<file path="src/rtl/srt_pkg.sv">
// Shared types and constants for the sorted record table.
// Used by srt_cell, srt_prefix and sorted_record_table_top; no dependencies.
package srt_pkg;

	localparam int DEPTH  = 64;
	localparam int IDX_W  = $clog2(DEPTH);
	localparam int CNT_W  = $clog2(DEPTH + 1);
	localparam int LVLS   = $clog2(DEPTH);
	localparam int YEAR_W = 16;
	localparam int FLOW_W = 32;

	typedef enum logic [1:0] {
		ACT_INSERT  = 2'd0,
		ACT_REMOVE  = 2'd1,
		ACT_RST_CUR = 2'd2,
		ACT_ADV     = 2'd3
	} action_t;

	typedef enum logic [1:0] {
		ST_OK       = 2'd0,
		ST_FULL     = 2'd1,
		ST_NOTFOUND = 2'd2
	} status_t;

	typedef enum logic {
		S_IDLE = 1'b0,
		S_UPD  = 1'b1
	} state_t;

	// per-operation controls broadcast to every cell during the update cycle
	typedef struct packed {
		logic upd;
		logic ins;
		logic rem;
		logic clr;
		logic rst;
		logic adv;
	} cell_ctl_t;

endpackage

</file>
<file path="src/rtl/srt_prefix.sv">
// Log-depth prefix OR: bit i of the result is set when any input bit at or below i is set.
// Depends on srt_pkg.
module srt_prefix (
	input  logic [srt_pkg::DEPTH-1:0] bits,
	output logic [srt_pkg::DEPTH-1:0] pfx
);
	import srt_pkg::*;

	logic [DEPTH-1:0] lvl [0:LVLS];

	assign lvl[0] = bits;

	for (genvar k = 0; k < LVLS; k++) begin : g_lvl
		for (genvar i = 0; i < DEPTH; i++) begin : g_bit
			if (i >= (1 << k)) begin : g_or
				assign lvl[k+1][i] = lvl[k][i] | lvl[k][i-(1<<k)];
			end else begin : g_pass
				assign lvl[k+1][i] = lvl[k][i];
			end
		end
	end

	assign pfx = lvl[LVLS];

endmodule

</file>
<file path="config.mk">
export PLATFORM = sky130hd
export DESIGN_NAME = srt_prefix
export DESIGN_NICKNAME = d
export VERILOG_FILES = /design/src/rtl/srt_pkg.sv /design/src/rtl/srt_prefix.sv
export SDC_FILE = /design/constraint.sdc
export NUM_CORES = 1
export LEC_CHECK = 0
export BUFFER_PORTS_ARGS = -buffer_cell sky130_fd_sc_hd__buf_4
export CORE_MARGIN = 3
export CORE_UTILIZATION = 30
export DETAILED_ROUTE_END_ITERATION = 8
export GPL_ROUTABILITY_DRIVEN = 0
export MAX_ROUTING_LAYER = met4
export PLACE_DENSITY = 0.9
export SYNTH_ARGS = -nofsm -noshare
export SYNTH_HDL_FRONTEND = slang
export SYNTH_SLANG_ARGS = --single-unit
</file>
<file path="constraint.sdc">
create_clock -name vclk -period 8.2
set_input_delay 1.64 -clock vclk [all_inputs]
set_output_delay 1.64 -clock vclk [all_outputs]
set_load 0.005 [all_outputs]
</file>
; Word level (Yosys, flattened, before mapping)
; Cells that the tools add are included.
[totals]
elab_cells = 321
in_bits = 64
output_inout_bits = 64
reg_bits = 0
[op_classes]
n_bitwise = 321
[op_table]
columns = operator, n
row1 = 1-bit OR, 321

; Depth between registers and ports, before layout
[depth]
ltp_word = 6
ltp_mapped = 6
mapped_depth_nobuf = 5

; Worst setup path after synthesis
; OpenSTA, ideal clock, no wires.
[synth_timing]
path_kind = input -> output
startpoint = in bits[0] (netlist name)
endpoint = out pfx[34] (netlist name)
stages = 5
path_buffers = 0
t_arrival_ns = 3.341
required_ns = 6.560
setup_slack_ns = 3.219
path_cell_list = or4_4 > and4bb_2 > nand4_4 > or3_4 > or2_1
[synth_via]
elab_chain_len = 2
[synth_lines]
columns = item, line
row1 = from (decl), srt_prefix.sv:4  ; input logic [srt_pkg::DEPTH-1:0] bits,
row2 = 1-bit OR (2 in a row), srt_prefix.sv:16  ; assign lvl[k+1][i] = lvl[k][i] | lvl[k][i-(1<<k)];
row3 = to (decl), srt_prefix.sv:5  ; output logic [srt_pkg::DEPTH-1:0] pfx
; No other way between the ends.

; Worst setup path after layout
[layout_timing]
startpoint = in bits[0] (netlist name)
endpoint = out pfx[38] (netlist name)
[layout_via]
elab_chain_len = 3
[layout_lines]
columns = item, line
row1 = 1-bit OR (3 in a row), srt_prefix.sv:16
; No other way between the ends.

==> impl_metrics.json <==
{
  "tightest_slew_ns": 0.856,
  "fp-row-count": 16,
  "slew_headroom_pct": 42.2,
  "regArea_um2": 0,
  "post-route-min-period_ns": 5.50,
  "drtIter0Drc": 23,
  "hpwl_um": 3470,
  "synth.avg_cell_area_um2": 5.77,
  "clock_buffers": 0,
  "die_x_um": 54.2,
  "tns_ns": 0,
  "final-hold-violation-count": 0,
  "antenna_found_initial": 0,
  "path_cells": "buf_4 -> or4_4 -> and4bb_2 -> nand4_4 -> nor2_1 -> nand3_1 -> buf_4",
  "synth_xor_area_share_pct": 0,
  "post_cts_buffers": 0,
  "crit_type": "in -> out",
  "grt_pass1_vias": 1204,
  "syn-cell-area_um2": 698,
  "vias": 1381,
  "grt_overflow": 0,
  "hp-class": "in -> out",
  "synth_cell_types": 25,
  "cp_slowest_cell": "nor2_1",
  "max_freq_ghz": 0.182,
  "crit_path_start_kind": "input port",
  "fin_nets": 312,
  "worstPathArrival_ns": 3.86,
  "netlist.area_leader.share_pct": 10.2,
  "synth_compound_gate_area_share_pct": 0,
  "drive_gt1_share_pct": 58.5,
  "track_usage_pct": 24.1,
  "drc": 0,
  "synthTopCellsByArea": "nand2_1, nor2_1, nor4_1",
  "die_h_um": 54.2,
  "critPathLaunch": "bits[0]",
  "yosys.area.top_type": "nand2_1",
  "synthAdderAreaFrac_pct": 0,
  "critPathCaptureType": "output pin",
  "start_util_pct": 33.5,
  "core-area_mm2": 0.00208,
  "status": "finished, final reports clean",
  "yosysWarnings": 0,
  "diodes": 0,
  "synthSimpleGateAreaFrac_pct": 94.3,
  "critPathMaxFanout": 13,
  "numPortBuffers": 128,
  "min_period_over_period_pct": 67.1,
  "postSynthCellCount": 121,
  "dr_wl_met3_um": 399,
  "wl_met2_um": 1980,
  "p_leak_nw": 0.693,
  "syn_nets": 185,
  "placedCellCount": 273,
  "syn_to_final_growth_pct": 140,
  "slew_viol_final": 0,
  "grt_pass1_wl_um": 5250,
  "cap_violations": 0,
  "ys_seq_area_share_pct": 0,
  "peakVddDrop_mv": 0.0170,
  "first_pass_iters": 4,
  "grt_max_degree": 14,
  "drt-vias-per-instance": 5.06,
  "power_density_mw_per_mm2": 22.6,
  "rsz0062_at_grt": "false",
  "instances_no_fill": 273,
  "top_layer_used": "met4",
  "synth_top_family_by_area": "simple AND/OR/NAND/NOR gates",
  "hp-start": "bits[0]",
  "met1_length_um": 1400,
  "setup_viol": 0,
  "antenna_left": 0,
  "flops_and_latches": 0,
  "fin_util_pct": 80.5,
  "drt-total-wl_um": 3840,
  "post_cts_resized": 0,
  "io_pins": 128,
  "wire_per_inst_um": 14.1,
  "required_ns": 6.56,
  "crit_end": "pfx[38]",
  "cp_common_cell": "buf_4",
  "dieArea_mm2": 0.00294,
  "postCtsHoldBufs": 0,
  "critPathMaxStageDelay_ns": 0.62,
  "muxShareOfSynthArea_pct": 0
}
-- logic make-up (layout without fill, tap and decap cells) --
logic type,after synthesis,after routing
buf+inv,9,134
simple gates,112,112
-- metrics by stage --
| step | worst slack [ns] | area [µm²] | hold slack [ns] | power [W] |
|---|---|---|---|---|
| 2_1_floorplan | 3.22 | 698 | 3.36 | 0.00000744 |
| 3_3_place_gp | 2.76 | 1680 | 3.48 | 0.0000363 |
| 3_5_place_dp | 2.71 | 1680 | 3.48 | 0.0000377 |
| 4_1_cts | 2.70 | 1680 | 3.48 | 0.0000378 |
| 5_1_grt | 2.54 | 1680 | 3.49 | 0.0000414 |
| 6_report | 2.70 | 1680 | 3.48 | 0.0000379 |
-- worst min path at each step --
| stage | to | slack (ns) | depth (start not counted) |
|---|---|---|---|
| 4_1_cts | pfx[0] | 3.48 | 2 |
| 3_5_place_dp | pfx[0] | 3.48 | 2 |
| 2_1_floorplan | pfx[19] | 3.36 | 2 |
| 5_1_grt | pfx[0] | 3.49 | 2 |
| 3_3_place_gp | pfx[0] | 3.48 | 2 |
| 6_report | pfx[0] | 3.48 | 2 |
-- cell usage after synthesis --
library cell,n
or3_1,7
or4_4,1
nor2_1,17
or2_1,1
nand4_1,3
nor4_4,1
nor2b_1,1
nand3b_1,6
or2_2,9
nand2_1,19
or4_1,1
nand3_1,10
nand2b_1,6
nor4_1,9
nor3_1,11
nand4_4,1
and2_1,2
inv_1,6
nor3b_2,1
buf_2,2
or3_4,1
and4bb_2,2
buf_4,1
nor3b_1,1
nor4b_1,2
-- routing by layer --
layer / GRT usage [%] / vias up
met5: - / -
met4: 4.15 / 0
met3: 3.54 / 4
met2: 44.4 / 87
met1: 27.5 / 601
li1: - / 689
-- final cells by class --
class	instances	area (µm²)
multi-input combinational	112	658
inverter	6	22.5
tap	27	33.8
fill	155	407
timing repair buffer	128	961
-- cells in the final DEF (no fill, tap or decap), types with 6 or more instances in the layout --
| master | instances |
|---|---|
| inv_1 | 6 |
| nand3_1 | 10 |
| nand2_1 | 19 |
| or3_1 | 7 |
| nand2b_1 | 6 |
| nor3_1 | 11 |
| nor2_1 | 17 |
| buf_4 | 128 |
| nand3b_1 | 6 |
| or2_2 | 9 |
| nor4_1 | 9 |
-- where the power goes --
part | switching [W] | internal (W)
clock | 0 | 0
sequential | 0 | 0
combinational | 0.0000136 | 0.0000243
total | 0.0000136 | 0.0000243
-- worst max-delay path: cells and delay by family --
kind                   cells  cell delay [ns]
buffers and inverters      2             0.30
AND/OR/NAND/NOR            5             1.91
Power figures use the tool's default switching activity.
