### config.mk
export PLATFORM = sky130hd
export DESIGN_NAME = srt_cell
export DESIGN_NICKNAME = d
export VERILOG_FILES = /design/src/rtl/srt_pkg.sv /design/src/rtl/srt_cell.sv
export SDC_FILE = /design/constraint.sdc
export NUM_CORES = 1
export LEC_CHECK = 0
export BUFFER_PORTS_ARGS = -buffer_cell sky130_fd_sc_hd__clkbuf_2
export CELL_PAD_IN_SITES_DETAIL_PLACEMENT = 0
export CELL_PAD_IN_SITES_GLOBAL_PLACEMENT = 1
export CORE_MARGIN = 2
export CORE_UTILIZATION = 26
export CTS_CLUSTER_DIAMETER = 60
export DETAILED_ROUTE_END_ITERATION = 16
export HOLD_SLACK_MARGIN = 0.03
export PLACE_DENSITY = 0.78
export SYNTH_ARGS = -nofsm -noshare
export SYNTH_HDL_FRONTEND = slang
export SYNTH_SLANG_ARGS = --single-unit
### constraint.sdc
create_clock -name clk -period 2.25 [get_ports clk]
set_input_delay 0.3375 -clock clk [delete_from_list [all_inputs] [get_ports clk]]
set_output_delay 0.3375 -clock clk [all_outputs]
set_load 0.02 [all_outputs]
### src/rtl/srt_pkg.sv
// Shared types and constants for the sorted record table.
// Used by srt_cell, srt_prefix and sorted_record_table_top; no dependencies.
package srt_pkg;

	localparam int DEPTH  = 64;
	localparam int IDX_W  = $clog2(DEPTH);
	localparam int CNT_W  = $clog2(DEPTH + 1);
	localparam int LVLS   = $clog2(DEPTH);
	localparam int YEAR_W = 16;
	localparam int FLOW_W = 32;

	typedef enum logic [1:0] {
		ACT_INSERT  = 2'd0,
		ACT_REMOVE  = 2'd1,
		ACT_RST_CUR = 2'd2,
		ACT_ADV     = 2'd3
	} action_t;

	typedef enum logic [1:0] {
		ST_OK       = 2'd0,
		ST_FULL     = 2'd1,
		ST_NOTFOUND = 2'd2
	} status_t;

	typedef enum logic {
		S_IDLE = 1'b0,
		S_UPD  = 1'b1
	} state_t;

	// per-operation controls broadcast to every cell during the update cycle
	typedef struct packed {
		logic upd;
		logic ins;
		logic rem;
		logic clr;
		logic rst;
		logic adv;
	} cell_ctl_t;

endpackage

### src/rtl/srt_cell.sv
// One slot of the sorted chain: holds a record, its compare flags and the cursor token.
// Depends on srt_pkg.
module srt_cell (
	input  logic                      clk,
	input  logic                      arst_n,
	input  logic                      cap,
	input  srt_pkg::cell_ctl_t        ctl,
	input  logic                      occ,
	input  logic                      head,
	input  logic [srt_pkg::YEAR_W-1:0] cmp_year,
	input  logic [srt_pkg::FLOW_W-1:0] cmp_flow,
	input  logic [srt_pkg::YEAR_W-1:0] new_year,
	input  logic [srt_pkg::FLOW_W-1:0] new_flow,
	input  logic [srt_pkg::YEAR_W-1:0] left_year,
	input  logic [srt_pkg::FLOW_W-1:0] left_flow,
	input  logic                      left_ge,
	input  logic                      left_token,
	input  logic [srt_pkg::YEAR_W-1:0] right_year,
	input  logic [srt_pkg::FLOW_W-1:0] right_flow,
	input  logic                      first_hit,
	output logic [srt_pkg::YEAR_W-1:0] year_q,
	output logic [srt_pkg::FLOW_W-1:0] flow_q,
	output logic                      ge_q,
	output logic                      match_q,
	output logic                      token_q
);
	import srt_pkg::*;

	// empty slots count as "greater or equal" so the insert point is the first set bit
	always_ff @(posedge clk) begin
		if (cap) begin
			ge_q    <= !occ || (flow_q >= cmp_flow);
			match_q <= occ && (year_q == cmp_year);
		end
	end

	always_ff @(posedge clk) begin
		if (ctl.upd && ctl.ins && ge_q) begin
			if (left_ge) begin
				year_q <= left_year;
				flow_q <= left_flow;
			end else begin
				year_q <= new_year;
				flow_q <= new_flow;
			end
		end else if (ctl.upd && ctl.rem && first_hit) begin
			year_q <= right_year;
			flow_q <= right_flow;
		end
	end

	always_ff @(posedge clk or negedge arst_n) begin
		if (!arst_n) begin
			token_q <= 1'b0;
		end else if (ctl.upd) begin
			if (ctl.clr) begin
				token_q <= 1'b0;
			end else if (ctl.rst) begin
				token_q <= head;
			end else if (ctl.adv) begin
				token_q <= left_token && occ;
			end
		end
	end

endmodule

* Word-level counts from Yosys, hierarchy flattened
Index checks and enable logic that the tools add are counted.
** Word-level totals
- Flip-flop bits (word level) :: 51
- Input port bits :: 206
- Output and inout bits :: 51
** Operators by class
- $lt $le $gt $ge :: 1
- Equal/unequal tests :: 1
- Mux-type cells :: 9
- Reductions and logical operators :: 11
** Operator list (number)
- two-way mux 32 bit :: 3
- two-way mux 16 bit :: 3
- >= comparator 32 bit :: 1
- == test 16 bit :: 1
- logical AND 1 bit :: 6
- two-way mux 1 bit :: 3
- nonzero test 3 bit :: 1
- AND reduction 2 bit :: 1
- nonzero test 2 bit :: 1
- zero test 1 bit :: 1
- logical OR 1 bit :: 1

* Depth between registers and ports, before layout
Gate-level depths: netlist of the first run.
- Depth in word-level cells :: 4
- Gate-level depth with buffers :: 7

* Least setup slack after synthesis of the first run
No wires, ideal clock.
- Path type :: register -> register
- Start :: register ge_q
- End :: register flow_q[0] in the netlist's numbering (enable)
- Library setup time :: 0.583 ns
- Arrival :: 2.085 ns
- Data required time :: 1.667 ns
- Slack :: -0.417 ns
- Cell stages (with the launch flop) :: 5
- Path buffers :: 2
- Clock period less this slack :: 2.667 ns
- Path through :: edfxtp_1 -> nand3_1 -> clkbuf_1 -> clkbuf_1 -> nand2_1
** On the way
- Cells in the longest elaborated chain, start to end :: 2
** Ends and longest elaborated chain
- start, declared :: RTL line srt_cell.sv:23 : output logic ge_q,
- start signal, assigned :: RTL line srt_cell.sv:32 : ge_q <= !occ || (flow_q >= cmp_flow);
- logical AND 1 bit :: RTL line srt_cell.sv:38 : if (ctl.upd && ctl.ins && ge_q) begin
- nonzero test 2 bit (no source line)
- end signal, assigned :: RTL line srt_cell.sv:41 : flow_q <= left_flow;
- end signal, assigned :: RTL line srt_cell.sv:44 : flow_q <= new_flow;
- end signal, assigned :: RTL line srt_cell.sv:48 : flow_q <= right_flow;
- end, declared :: RTL line srt_cell.sv:22 : output logic [srt_pkg::FLOW_W-1:0] flow_q,
No other way between the ends.
A chain may end at the register's enable or synchronous reset.

* Final worst setup path of the first run
- Start :: register flow_q[19] in the netlist's numbering
- End :: register ge_q, data pin
** On the way
- Cells in the longest elaborated chain, start to end :: 2
** Ends and longest elaborated chain (RTL line)
- >= comparator 32 bit :: srt_cell.sv:32
- logical OR 1 bit :: srt_cell.sv:32
No other way between the ends.

==> impl_metrics.py, run 1 <==
metrics = {
    "place": {
        "place.gp.congestion": 0.816,
        "post-place-ws_ps": 139,
        "dpl.hpwl_um": 9480,
        "portBuffers": 256,
        "dpl-instance-area_um2": 5030,
    },
    "worst_setup_path": {
        "end_kind": "flop",
        "cp_cell_sequence": "ha_1 > a21oi_2 > o21ai_1 > a221o_1 > a2111oi_2 > o21ai_1",
        "cp_max_fo": 3,
        "cp.arrival_ps": 2070,
        "cp_data_required_time_ps": 2280,
        "rrSetupSlack_ps": 200,
        "path_common_cell": "o21ai_1",
        "start_kind": "flop",
        "cp_slowest_cell": "edfxtp_1",
        "critPathKind": "reg2reg",
        "critPathMaxStageDelay_ps": 410,
    },
    "power": {
        "swShare": 0.280,
        "power_frac_comb": 0.266,
        "switching_power_w": 0.000722,
        "leakage_nw": 2.75,
        "clockPowerShare": 0.282,
        "vdd_drop_max_mv": 0.336,
        "seq_power_share": 0.452,
        "pwr_density_cell_nw_per_um2": 498,
        "intPower_w": 0.00186,
    },
    "cells_and_area": {
        "drive_gt1_frac": 0.450,
        "fin_area_um2": 5180,
        "nets": 844,
        "areaGrowthSynthToFinish_pct": 46.7,
        "diodes": 0,
        "layout_common_cells": "clkbuf_2, nand2_1, o21ai_0, edfxtp_1, mux2i_1",
        "fill_cells": 1374,
        "final_common_cell": "clkbuf_2",
    },
    "cts": {
        "cts-root-buf": "clkbuf_16",
        "clock_path_buffers": 2,
        "worstSkewPairLatency_ps": 290,
        "clk_pin_slew_ps": 70,
        "cts_sinks": 51,
        "cts_buffers": 5,
        "cts_tree": "built",
        "cts-htree-levels": 2,
    },
    "sta": {
        "fin_crit_sh": 0.910,
        "timing.final.ws_setup_ps": 202,
        "setup_viol": 0,
        "hold_slack_ps": 322,
        "hold_viol": 0,
        "fin_setup_tns_ps": 0,
        "rsz0062_at_grt": "false",
        "skew_ps": 3.70,
        "relSlewSlack": 0.771,
        "tightest_slew_ps": 335,
        "min_period_ps": 2050,
        "fmax_ghz": 0.488,
        "slew_viol_final": 0,
    },
    "floorplan": {
        "die_h_um": 121,
        "die_x_um": 121,
        "core-area_um2": 13200,
        "ios": 257,
        "die_area_um2": 14500,
        "row_count": 42,
        "initial_core_util": 0.267,
    },
    "synthesis": {
        "synth-xor-area-share": 0.0397,
        "syn-num-nets": 590,
        "synth-compound-area-share": 0.127,
        "syn_avg_cell_area_um2": 10.0,
        "synth_top_family_by_area": "multiplexers",
        "ys.flop_type": "edfxtp_1",
        "async_flop_share": 0.0196,
        "synthDistinctLibCells": 32,
        "synth-edff-count": 50,
        "ys_ff_latch": 51,
        "synthMuxAreaShare": 0.136,
        "synthAdderAreaFrac": 0.113,
        "synth-simple-area-share": 0.0946,
        "seq_area_frac_synth": 0.432,
        "synthCells": 352,
        "syn-cell-area_um2": 3530,
        "synth_warnings": 0,
    },
    "global_route": {
        "grt_pass1_wl_um": 17400,
        "grt_pass1_vias": 3653,
        "grt.overflow.total": 0,
        "grt_max_degree": 49,
        "globalRouteTotalUtil": 0.151,
        "antenna_found_initial": 0,
    },
    "routing": {
        "vias": 3453,
        "first_pass_iters": 5,
        "remaining_drc_errors": 0,
        "via_per_inst": 4.41,
        "drtIter0Drc": 91,
        "finalWirelength_um": 11100,
        "ant_nets": 0,
        "drt-wirelength-per-cell_um": 14.1,
    },
    "flow_run": {
        "drv_cap": 0,
    },
    "worst_hold_path": {
        "worstHoldPathType": "in2reg",
    },
    "run_status": {
        "status": "completed",
    },
}
worst max-delay path, delay by kind of cell, from the launching register on:
family / cells / cell delay (ps)
adders and majority gates: 1 / 340
DFF: 1 / 410
AOI/OAI and AO/OA: 5 / 1040
worst paths after layout:
path,start,to,cells after the start
max,flow_q[19]$_DFFE_PP_,ge_q$_DFFE_PP_,6
min,cap,match_q$_DFFE_PP_,1
max reg2reg,flow_q[19]$_DFFE_PP_,ge_q$_DFFE_PP_,6
min reg2reg,token_q$_DFFE_PN0P_,token_q$_DFFE_PN0P_,1
max in group asynchronous,arst_n,token_q$_DFFE_PN0P_,2
min in group asynchronous,arst_n,token_q$_DFFE_PN0P_,2
state kept, by name, summed over array words and instances, names as in the netlist:
register,flops
year_q,16
token_q,1
match_q,1
flow_q,32
ge_q,1
power groups by stage:
stage          logic [W]  registers [W]  clock network, W
4_1_cts         0.000698        0.00117          0.000755
3_5_place_dp    0.000694        0.00119                 0
3_3_place_gp    0.000681        0.00118                 0
2_1_floorplan   0.000294        0.00125                 0
5_1_grt         0.000769        0.00117          0.000800
6_report        0.000685        0.00117          0.000729
layer usage:
metal / track usage / wire length [um] / share of wire / vias to the layer above
li1: - / - / - / 1767
met1: 0.174 / 4370 / 0.40 / 1550
met2: 0.281 / 5830 / 0.53 / 123
met3: 0.0311 / 650 / 0.059 / 13
met4: 0.0436 / 201 / 0.018 / 0
met5: 0 / 0 / 0 / -
cell families (layout without fill, tap and decap cells):
logic type,Yosys count,count (layout)
AO/OA/AOI/OAI,78,78
multiplexers,48,48
AND/OR/NAND/NOR,77,77
adder cells (fa/ha/maj),32,32
flip-flops,51,51
buffers and inverters,50,305
XOR/XNOR,16,16
synth_stat cells, types with 2 or more instances:
master	number	area, um2
ha_1	32	400
mux2i_1	48	480
buf_2	4	20.0
xor2_1	4	35.0
a21oi_2	2	17.5
nand2b_1	2	12.5
nand4_1	6	37.5
nand3_1	5	25.0
xnor2_1	12	105
inv_1	34	128
o21a_1	5	37.5
edfxtp_1	50	1500
clkbuf_1	10	37.5
o21ai_1	2	10.0
o21ai_0	50	250
a21oi_1	10	50.1
nand2_1	58	218
nor4_1	2	12.5
a21o_1	2	15.0
buf_4	2	15.0
layout make-up:
cell class	count	area [um2]	area share
clock buffers	6	129	0.0249
well taps	176	220	0.0425
inverters	34	128	0.0246
flip-flops and latches	51	1530	0.295
clock inverters	2	7.51	0.00145
multi-input cells	251	1820	0.351
repair buffers	263	1350	0.261
through the flow:
step / power [W] / std cells / util
after detailed placement: 0.00188 / 774 / 0.380
final: 0.00258 / 783 / 0.391
after CTS: 0.00262 / 783 / 0.391
after global placement: 0.00186 / 774 / 0.380
after floorplan: 0.00155 / 352 / -
after global routing: 0.00274 / 783 / 0.391
timing repair:
| action | in CTS | in global routing |
|---|---|---|
| gates resized for setup | 0 | 0 |
| endpoints found under the hold margin | 1 | 0 |
| hold buffers | 1 | 0 |
| setup buffers | 0 | 0 |
(Power assumes the default switching activity.)
==> run 2, diff against run 1 <==
- REMOVE_ABC_BUFFERS: unset -> 1
==> impl_metrics.py, run 2 (synthesis results as in run 1) <==
metrics = {
    "routing": {
        "vias": 3394,
        "drt-wirelength-per-cell_um": 13.1,
        "drtIter0Drc": 72,
        "via_per_inst": 4.34,
        "first_pass_iters": 4,
        "finalWirelength_um": 10200,
        "remaining_drc_errors": 0,
        "ant_nets": 0,
    },
    "worst_setup_path": {
        "path_common_cell": "o21ai_1",
        "end_kind": "flop",
        "rrSetupSlack_ps": 210,
        "cp_data_required_time_ps": 2280,
        "cp_cell_sequence": "ha_1 > a21oi_2 > o21ai_1 > a221o_1 > a2111oi_2 > o21ai_1",
        "startpoint": "flow_q[19]$_DFFE_PP_",
        "cp.arrival_ps": 2070,
        "critPathMaxStageDelay_ps": 410,
        "start_kind": "flop",
        "endpoint": "ge_q$_DFFE_PP_",
        "reg2reg_depth": 6,
        "cp_max_fo": 3,
        "rr_endpoint": "ge_q$_DFFE_PP_",
        "cp.depth": 6,
        "cp_slowest_cell": "edfxtp_1",
        "crit_buf_inv": 0,
        "rr_startpoint": "flow_q[19]$_DFFE_PP_",
        "critPathKind": "reg2reg",
        "critPathTopFamily": "compound AO/OA/AOI/OAI gates",
    },
    "power": {
        "switching_power_w": 0.000732,
        "pwr_density_cell_nw_per_um2": 501,
        "seq_power_share": 0.449,
        "intPower_w": 0.00186,
        "vdd_drop_max_mv": 0.305,
        "leakage_nw": 2.75,
        "clockPowerShare": 0.290,
        "power_frac_comb": 0.260,
        "swShare": 0.282,
    },
    "place": {
        "dpl-instance-area_um2": 5020,
        "place_inst": 773,
        "post-place-ws_ps": 126,
        "place.gp.congestion": 0.846,
        "portBuffers": 256,
        "dpl.hpwl_um": 8710,
    },
    "cts": {
        "cts-htree-levels": 2,
        "cts_sinks": 51,
        "worstSkewPairLatency_ps": 290,
        "postCtsSetupBuffers": 0,
        "clock_path_buffers": 2,
        "clk_pin_slew_ps": 70,
        "cts-root-buf": "clkbuf_16",
        "cts_tree": "built",
        "cts_buffers": 5,
        "cts_resized": 0,
    },
    "sta": {
        "min_period_ps": 2040,
        "hold_viol": 0,
        "timing.final.ws_setup_ps": 205,
        "tightest_slew_ps": 450,
        "relSlewSlack": 0.700,
        "hold_slack_ps": 296,
        "rsz0062_at_grt": "false",
        "fin_crit_sh": 0.909,
        "setup_viol": 0,
        "skew_ps": 4.61,
        "fin_setup_tns_ps": 0,
        "fmax_ghz": 0.489,
        "slew_viol_final": 0,
    },
    "global_route": {
        "grt_pass1_wl_um": 16300,
        "grt_pass1_vias": 3468,
        "antenna_found_initial": 0,
        "globalRouteTotalUtil": 0.139,
        "grt.overflow.total": 0,
        "grt_max_degree": 55,
    },
    "cells_and_area": {
        "largest_reg_flops": 32,
        "drive_gt1_frac": 0.454,
        "reg_top3": "flow_q: 32 flops, year_q: 16 flops",
        "fin_area_um2": 5180,
        "layout_common_cells": "clkbuf_2, nand2_1, o21ai_0, edfxtp_1, mux2i_1",
        "diodes": 0,
        "areaGrowthSynthToFinish_pct": 46.7,
        "final_common_cell": "clkbuf_2",
        "final_cells": 782,
        "top_register": "flow_q",
        "nets": 843,
    },
    "floorplan": {
        "core-area_um2": 13200,
        "row_count": 42,
        "die_x_um": 121,
        "die_h_um": 121,
        "initial_core_util": 0.267,
        "die_area_um2": 14500,
        "ios": 257,
    },
    "worst_hold_path": {
        "worstHoldStart": "cap",
        "worstHoldPathType": "in2reg",
    },
    "run_status": {
        "status": "completed",
    },
    "flow_run": {
        "drv_cap": 0,
    },
}
## run 2: cell types whose count changed in the layout (fill, tap and decap cells not counted)
| cell | change |
|---|---|
| clkinv_2 | +1 |
| clkbuf_1 | -1 |
| buf_4 | -1 |
| clkinv_1 | -2 |
| clkinvlp_4 | +2 |
## run 2: timing repair
item | in CTS | in global routing
hold buffers | 1 | 0
endpoints found under the hold margin | 1 | 0
setup endpoints to repair | 0 | 0
## run 2: worst min-delay path by stage
stage / cells after the start / slack [ps] / end
6_report: 1 / 300 / match_q$_DFFE_PP_
4_1_cts: 1 / 300 / match_q$_DFFE_PP_
3_3_place_gp: 1 / 120 / token_q$_DFFE_PN0P_
3_5_place_dp: 1 / 120 / token_q$_DFFE_PN0P_
2_1_floorplan: 0 / 40 / token_q$_DFFE_PN0P_
5_1_grt: 1 / 300 / match_q$_DFFE_PP_
## run 2: worst reg2reg max path, delay by kind of cell, from the launching register on
kind | cells | cell delay [ps]
adders and majority gates | 1 | 340
DFF | 1 | 410
AOI/OAI and AO/OA | 5 | 1040
## run 2: metal layers
layer	global-route usage	vias to the layer above	wire, um
li1	-	1764	-
met1	0.168	1493	4200
met2	0.254	124	5310
met3	0.0179	13	516
met4	0.0436	0	193
met5	0	-	0
## run 2: per-stage QoR
stage                      util  power (W)
final                     0.391    0.00259
after global placement    0.379    0.00185
after CTS                 0.391    0.00265
after detailed placement  0.379    0.00187
after floorplan               -    0.00153
after global routing      0.391    0.00276
## run 2: cell type report
| type | count | area (um2) |
|---|---|---|
| clock buffer | 5 | 125 |
| clock inverter | 3 | 20.0 |
| fill | 1375 | 8060 |
| inverter | 34 | 128 |
| multi-input combinational | 251 | 1820 |
| sequential | 51 | 1530 |
| tap | 176 | 220 |
| timing repair buffer | 262 | 1340 |
## run 2: power by group through the flow
stage / sequential, W / clock [W] / combinational, W
after CTS: 0.00117 / 0.000791 / 0.000688
after global placement: 0.00119 / 0 / 0.000669
after detailed placement: 0.00119 / 0 / 0.000685
after global routing: 0.00117 / 0.000825 / 0.000761
after floorplan: 0.00126 / 0 / 0.000271
final: 0.00117 / 0.000753 / 0.000675
==> run 3, diff against run 2 <==
- CORE_UTILIZATION: 26 -> 25
- PLACE_DENSITY: 0.78 -> 0.76
- REMOVE_ABC_BUFFERS: 1 -> unset
==> impl_metrics.py, run 3 (synthesis results as in run 1) <==
metrics = {
    "run_status": {
        "status": "completed",
    },
    "sta": {
        "skew_ps": 7.84,
        "fin_crit_sh": 0.896,
        "hold_viol": 0,
        "fmax_ghz": 0.496,
        "relSlewSlack": 0.723,
        "rsz0062_at_grt": "false",
        "min_period_ps": 2020,
        "fin_setup_tns_ps": 0,
        "setup_viol": 0,
        "tightest_slew_ps": 406,
        "slew_viol_final": 0,
    },
    "routing": {
        "first_pass_iters": 5,
        "ant_nets": 0,
        "finalWirelength_um": 11500,
        "via_per_inst": 4.45,
        "remaining_drc_errors": 0,
        "drtIter0Drc": 82,
        "vias": 3494,
        "drt-wirelength-per-cell_um": 14.6,
    },
    "cts": {
        "cts-root-buf": "clkbuf_16",
        "cts_tree": "built",
        "clk_pin_slew_ps": 70,
        "cts-htree-levels": 2,
        "cts_buffers": 5,
        "clock_path_buffers": 2,
        "postCtsSetupBuffers": 0,
        "worstSkewPairLatency_ps": 300,
        "cts_sinks": 51,
    },
    "place": {
        "place.gp.congestion": 0.811,
        "place_inst": 777,
        "dpl-instance-area_um2": 5040,
        "dpl.hpwl_um": 9690,
        "portBuffers": 256,
    },
    "global_route": {
        "globalRouteTotalUtil": 0.144,
        "grt_pass1_vias": 3506,
        "grt.overflow.total": 0,
        "antenna_found_initial": 0,
        "grt_pass1_wl_um": 16600,
        "grt_max_degree": 61,
    },
    "cells_and_area": {
        "fill_cells": 1407,
        "nets": 843,
        "fin_util": 0.375,
        "layout_common_cells": "clkbuf_2, nand2_1, o21ai_0, edfxtp_1, mux2i_1",
        "diodes": 0,
        "areaGrowthSynthToFinish_pct": 47.1,
        "drive_gt1_frac": 0.450,
        "top_register": "flow_q",
        "final_cells": 786,
        "fin_area_um2": 5190,
        "final_common_cell": "clkbuf_2",
        "reg_top3": "flow_q: 32 flops, year_q: 16 flops",
        "largest_reg_flops": 32,
    },
    "worst_setup_path": {
        "cp.arrival_ps": 2050,
        "critPathTopFamily": "compound AO/OA/AOI/OAI gates",
        "crit_buf_inv": 1,
        "end_kind": "flop",
        "cp_slowest_cell": "a2111oi_0",
        "start_kind": "flop",
        "critPathKind": "reg2reg",
        "cp_cell_sequence": "inv_1 > ha_1 > nand2b_1 > a2111oi_0 > o21a_1 > o211a_1 > o21ai_1",
        "cp_max_fo": 2,
        "critPathMaxStageDelay_ps": 440,
        "cp_data_required_time_ps": 2290,
    },
    "floorplan": {
        "die_h_um": 123,
        "row_count": 43,
        "core-area_um2": 13800,
        "initial_core_util": 0.255,
        "ios": 257,
        "die_area_um2": 15100,
        "die_x_um": 123,
    },
    "worst_hold_path": {
        "worstHoldPathType": "in2reg",
    },
    "power": {
        "power.total_w": 0.00262,
        "vdd_drop_max_mv": 0.226,
        "leakage_nw": 2.75,
        "pwr_density_cell_nw_per_um2": 504,
    },
    "flow_run": {
        "drv_cap": 0,
    },
}
-- run 3: cell count changes in the layout (fill, tap and decap cells not counted) --
cell	delta
buf_12	+1
clkinvlp_4	-1
clkinv_1	+2
clkinv_2	-1
buf_4	-1
-- run 3: final timing paths --
check                                     from             endpoint  slack (ps)  cells after the start
setup / recovery           flow_q[0]$_DFFE_PP_       ge_q$_DFFE_PP_         230                      7
hold / removal                   right_year[6]  year_q[6]$_DFFE_PP_         310                      3
setup reg to reg           flow_q[0]$_DFFE_PP_       ge_q$_DFFE_PP_         230                      7
hold reg to reg            token_q$_DFFE_PN0P_  token_q$_DFFE_PN0P_         500                      1
max in group asynchronous               arst_n  token_q$_DFFE_PN0P_        1800                      2
min in group asynchronous               arst_n  token_q$_DFFE_PN0P_         350                      2
-- run 3: final cells by class --
type                    instances  area, um2  area share
flip-flops and latches         51       1530       0.294
clock buffers                   5        125      0.0241
multi-input cells             251       1820       0.350
inverters                      34        128      0.0246
well taps                     180        225      0.0434
clock inverters                 3       15.0     0.00289
repair buffers                262       1350       0.261
-- run 3: routing by layer --
layer	routed length [um]	vias to the layer above	track usage	part of all wire
met1	4800	1585	0.172	0.42
met3	653	14	0.0362	0.057
met4	167	0	0.0424	0.015
met2	5830	131	0.252	0.51
met5	0	-	0	0
li1	-	1764	-	-
-- run 3: repair_timing --
item                      in CTS  in global routing
gates resized for setup        0                  0
hold buffers                   1                  0
hold endpoints to repair       1                  0
-- run 3: worst reg2reg max path, stage by stage, from the launching register on --
cell and delay (ps):
edfxtp_1 390, inv_1 70, ha_1 210, nand2b_1 150
a2111oi_0 440, o21a_1 250, o211a_1 190, o21ai_1 70
-- run 3: metrics by stage --
step	hold WS (ps)	setup WS [ps]
6_report	308	234
5_1_grt	307	133
4_1_cts	298	202
3_5_place_dp	124	186
3_3_place_gp	125	214
2_1_floorplan	41.9	47.0
-- run 3: power by group --
part,switching (W),internal [W]
combinational,0.000368,0.000327
sequential,0.0000385,0.00113
clock,0.000348,0.000406
